--- config.mk ---
export PLATFORM = sky130hd
export DESIGN_NAME = tkwt_cell
export DESIGN_NICKNAME = d
export VERILOG_FILES = /design/src/tkwt_pkg.sv /design/src/tkwt_cell.sv
export SDC_FILE = /design/constraint.sdc
export NUM_CORES = 1
export LEC_CHECK = 0
export BUFFER_PORTS_ARGS = -buffer_cell sky130_fd_sc_hd__buf_2
export CORE_UTILIZATION = 50
export DETAILED_ROUTE_END_ITERATION = 10
export GPL_ROUTABILITY_DRIVEN = 0
export PLACE_DENSITY = 0.76
export SLEW_MARGIN = 20
export SYNTH_ARGS = -nofsm -noshare
export SYNTH_HDL_FRONTEND = slang
export SYNTH_SLANG_ARGS = --single-unit
--- constraint.sdc ---
create_clock -name clk -period 11.28 [get_ports clk]
set_input_delay 1.128 -clock clk [delete_from_list [all_inputs] [get_ports clk]]
set_output_delay 1.128 -clock clk [all_outputs]
set_load 0.005 [all_outputs]
--- src/tkwt_pkg.sv ---
package tkwt_pkg;

    localparam logic [2:0] ST_MERGED   = 3'd0;
    localparam logic [2:0] ST_INSERTED = 3'd1;
    localparam logic [2:0] ST_FILTERED = 3'd2;
    localparam logic [2:0] ST_FULL     = 3'd3;
    localparam logic [2:0] ST_DRAWN    = 3'd4;
    localparam logic [2:0] ST_NONE     = 3'd5;

    localparam int MIN_SHARED = 2;
    localparam logic [31:0] W_MAX = 32'hFFFF_FFFF;
    localparam logic [47:0] T_MAX = 48'hFFFF_FFFF_FFFF;

    typedef struct packed {
        logic        action;
        logic [31:0] weight;
        logic        check_shared;
        logic [7:0]  count_a;
        logic [7:0]  count_b;
        logic [7:0]  count_c;
        logic [7:0]  count_d;
        logic [15:0] draw_fraction;
    } req_item_t;

    typedef struct packed {
        logic [2:0]  status;
        logic [7:0]  entry_index;
        logic [47:0] total_weight;
        logic [7:0]  out_a;
        logic [7:0]  out_b;
        logic [7:0]  out_c;
        logic [7:0]  out_d;
    } rsp_item_t;

    // token control bits that walk the cell row
    typedef struct packed {
        logic valid;
        logic draw;
        logic done;
    } tok_ctl_t;

endpackage

--- src/tkwt_cell.sv ---
module tkwt_cell #(
    parameter int IDX        = 0,
    parameter int KEY_W      = 32,
    parameter int IDX_W      = 8,
    parameter int CNT_W      = 9
) (
    input  logic                  clk,
    input  logic                  rst_n,
    input  logic [CNT_W-1:0]      count,
    input  logic                  wr_en,
    input  logic [KEY_W-1:0]      wr_key,
    input  logic [31:0]           wr_weight,
    input  tkwt_pkg::tok_ctl_t    ctl_in,
    input  logic [KEY_W-1:0]      key_in,
    input  logic [47:0]           tgt_in,
    input  logic [47:0]           acc_in,
    input  logic [IDX_W-1:0]      idx_in,
    output tkwt_pkg::tok_ctl_t    ctl_out,
    output logic [KEY_W-1:0]      key_out,
    output logic [47:0]           tgt_out,
    output logic [47:0]           acc_out,
    output logic [IDX_W-1:0]      idx_out
);

    logic [KEY_W-1:0]   key_reg;
    logic [31:0]        weight_reg;
    logic [31:0]        weight_next;
    tkwt_pkg::tok_ctl_t ctl_reg, ctl_next;
    logic [KEY_W-1:0]   tkey_reg, tkey_next;
    logic [47:0]        tgt_reg;
    logic [47:0]        acc_reg, acc_next;
    logic [IDX_W-1:0]   idx_reg, idx_next;
    logic               active;
    logic [32:0]        wsum;
    logic [47:0]        draw_acc;

    assign active   = ctl_in.valid && !ctl_in.done && (CNT_W'(IDX) < count);
    assign wsum     = {1'b0, weight_reg} + {1'b0, tgt_in[31:0]};
    assign draw_acc = acc_in + 48'(weight_reg);

    always_comb
    begin
        ctl_next    = ctl_in;
        tkey_next   = key_in;
        acc_next    = acc_in;
        idx_next    = idx_in;
        weight_next = weight_reg;
        if (active && !ctl_in.draw && key_reg == key_in)
        begin
            weight_next   = wsum[32] ? tkwt_pkg::W_MAX : wsum[31:0];
            acc_next      = 48'(weight_next - weight_reg);
            idx_next      = IDX_W'(IDX);
            ctl_next.done = 1'b1;
        end
        else if (active && ctl_in.draw)
        begin
            acc_next = draw_acc;
            if (tgt_in < draw_acc)
            begin
                ctl_next.done = 1'b1;
                idx_next      = IDX_W'(IDX);
                tkey_next     = key_reg;
            end
        end
    end

    always_ff @(posedge clk or negedge rst_n)
    begin
        if (!rst_n)
        begin
            ctl_reg <= '0;
        end
        else
        begin
            ctl_reg <= ctl_next;
        end
    end

    always_ff @(posedge clk)
    begin
        tkey_reg <= tkey_next;
        tgt_reg  <= tgt_in;
        acc_reg  <= acc_next;
        idx_reg  <= idx_next;
        if (wr_en)
        begin
            key_reg    <= wr_key;
            weight_reg <= wr_weight;
        end
        else
        begin
            weight_reg <= weight_next;
        end
    end

    assign ctl_out = ctl_reg;
    assign key_out = tkey_reg;
    assign tgt_out = tgt_reg;
    assign acc_out = acc_reg;
    assign idx_out = idx_reg;

endmodule

==> summary.md <==
| Metric | Value |
|---|---|
| Layout cells sized above 1 | 0.2570 |
| Post-synth top area share | 0.1983 |
| R2R depth | 21 |
| Routed vias/inst | 5.906 |
| Post-Synth Simple-Gate Area | 0.1478 |
| Clock Sinks | 203 |
| Vias in the first global route | 12430 |
| Crit path required time | 11690 ps |
| Fraction of registers with async set or reset after synthesis | 0.01478 |
| Largest cells by area after synthesis | dfxtp_1 (20%), edfxtp_1 (14%), ha_1 (13%), xnor2_1 (4.7%), a21oi_1 (4.6%) |
| CTS Hold Buffers Added | 0 |
| Count leader, synth | ha_1 |
| Setup Buffers After CTS | 0 |
| DR vias | 12950 |
| Largest family of logic cells by synthesized area | compound AO/OA/AOI/OAI gates |
| Synth Area in Compound Gates | 0.2046 |
| Final wirelength | 43.59 mm |
| # IOs | 354 |
| Fmax | 0.1306 GHz |
| Drt initial violations | 1235 |
| CTS tree | built |
| Fin. max-slew vios | 0 |
| Util after Layout | 0.6153 |
| Fin crit share | 0.6789 |
| CTS root buffer | clkbuf_16 |
| Mux share of post-synthesis cell area | 0.04967 |
| Adder-cell share of the synthesized area | 0.1338 |
| Post-synthesis xor/xnor area fraction | 0.08995 |
| Synthesized Nets | 1858 |
| Placement row count | 60 |
| Hold Fails Final Rpt | 0 |
| Clock slew at reported path FFs | 60 ps |
| Critical path peak fanout | 41 |
| GRT Total Usage | 0.3001 |
| Setup violators final | 0 |
| Nets | 2191 |
| Post-DP HPWL | 33.81 mm |
| Slew margin rel. | 0.2817 |
| Post-synth cell types | 77 |
| Final total power | 0.002816 W |
| EDFF count, synth | 64 |
| Die area | 28130 µm² |
| Crit. End Element | flop |
| Largest net degree at the start of global routing | 66 |
| Max Cap Viol | 0 |
| CTS resizes | 0 |
| Mapped Cells | 1498 |
| Antenna Nets Post-Route | 0 |
| CTS Buf Count | 23 |
| Sequential-to-total area share from yosys stat | 0.3438 |
| Worst R2R Setup Slack | 3840 ps |
| Worst-Margin Slew | 1077 ps |
| Tmin final | 7658 ps |
| First-pass detailed-route iteration total | 6 |
| Clk_lat worst skew | 540 ps |
| HP Class | input pin to async pin |
| Yosys warns | 0 |
| Syn-to-layout area delta | 20.78% |
| Crit path DAT | 8070 ps |
| Reg-to-Reg End | key_out[25] |
| Synth top cells by count | ha_1 (142), dfxtp_1 (136), a21oi_1 (127), nand2_1 (114), nor2_1 (95) |
| H-tree levels | 1 |
| Seq cells post-synth | 203 |
| Total global routing overflow | 0 |
| Max VDD drop | 125.3 µV |
| RSZ-0062 raised after global routing | no |
| Largest area contributor in the netlist | dfxtp_1 |
| Core area | 26950 µm² |
| Max clock buf depth | 3 |
| Residual DRC | 0 |
| WS Path Type | input pin to flop |
| CP Launch Type | input pin |
| Worst r2r src | weight_reg[0] |
| Power density over the cells | 169.8 nW/µm² |
| Ys flop type | dfxtp_1 |
| Port buffer count | 353 |
| Setup TNS | 0 ps |
| Syn avg cell area | 9.165 µm² |
| Leakage power | 7.462 nW |
| Avg WL per Cell | 19.88 µm |
| First-pass GRT wire length | 66.02 mm |
| Die Y | 167.7 µm |
| Outcome | finished clean |
| Worst Skew | 15.03 ps |
| Initial antenna violation count | 3 |
| Initial core utilization | 0.5094 |
| Die width | 167.7 µm |
| Post-Syn Area | 13730 µm² |
placed cells by master, fill, tap and decap left out, types with 7 or more instances in the layout:
| cell | count |
|---|---|
| nand4_1 | 30 |
| o21ai_0 | 92 |
| o211ai_1 | 13 |
| a2111oi_0 | 8 |
| inv_1 | 56 |
| clkbuf_1 | 7 |
| xor2_1 | 68 |
| nor3_1 | 28 |
| and2_1 | 11 |
| or3_1 | 7 |
| nand2b_1 | 20 |
| mux2_2 | 55 |
| and3_1 | 21 |
| o21bai_1 | 7 |
| xnor2_1 | 73 |
| nor2b_1 | 13 |
| nor4_1 | 13 |
| nand3_1 | 31 |
| dfxtp_1 | 136 |
| o21a_1 | 23 |
| a211oi_1 | 23 |
| a21o_1 | 53 |
| clkbuf_16 | 24 |
| nor2_1 | 95 |
| a21oi_1 | 126 |
| and4_1 | 7 |
| nand2_1 | 113 |
| buf_2 | 353 |
| or2_2 | 8 |
| edfxtp_1 | 64 |
| ha_1 | 142 |
layer usage:
metal	wire length [µm]	GRT usage	vias to the layer above	share of wire
li1	-	-	6196	-
met1	17300	0.3566	5942	0.40
met2	20480	0.5141	652	0.47
met3	3132	0.04798	156	0.072
met4	2672	0.1715	0	0.061
met5	0	0	-	0
kinds of logic (layout without fill, tap and decap cells):
logic type,count (synthesis),count (layout)
xor+xnor,141,141
mux,61,61
simple gates,412,412
compound gates,428,428
fa+ha+maj,145,145
other cells,0,3
buf+inv,108,458
flops,203,203
metrics by stage:
stage,cells,cell area [µm²],setup slack [ps],hold WS (ps)
after floorplan,1498,13730,5512,476.3
after global placement,2147,15780,3556,481.1
after detailed placement,2147,15780,3532,497.2
after CTS,2189,16570,4012,360.4
after global routing,2192,16580,3433,370.0
final,2192,16580,3622,381.1
power by group:
part           total (W)  internal [W]  switching (W)
Clock           0.000795      0.000481       0.000314
Combinational    0.00117      0.000481       0.000686
Sequential      0.000854      0.000820      0.0000339
Total            0.00282       0.00178        0.00103
worst max path at each step:
stage	startpoint	end	slack (ps)	cells past startpoint
final	acc_in[0]	key_out[25]	3620	22
after global routing	acc_in[0]	key_out[25]	3430	22
after CTS	acc_in[0]	key_out[25]	4010	22
after detailed placement	acc_in[0]	key_out[25]	3530	22
after global placement	acc_in[0]	key_out[25]	3560	22
after floorplan	acc_in[6]	key_out[3]	5510	22
worst max-delay path: stages:
cell       delay (ps)
buf_2             110
ha_1              210
inv_1              90
fa_1              420
nor2b_1           170
o31a_1            270
o2111ai_1         310
a21oi_1           280
o21ai_0           230
a31oi_1           660
nand3_1           290
nor2_1            190
xnor2_1            80
ha_1              310
nand4_1           170
nor4_1            870
o211ai_1          370
a211oi_1          710
o31a_1            190
or4_1             100
buf_4             450
mux2_2            420
final cells by class:
cell class              instances  area, µm²
inverters                      57      214.0
diodes                          3      7.507
clock inverters                 8      130.1
flip-flops and latches        203       4720
repair buffers                359       1812
clock buffers                  34      668.1
fillers                      2280      10370
well taps                     341      426.7
multi-input cells            1187       8605
(Power assumes the default switching activity.)
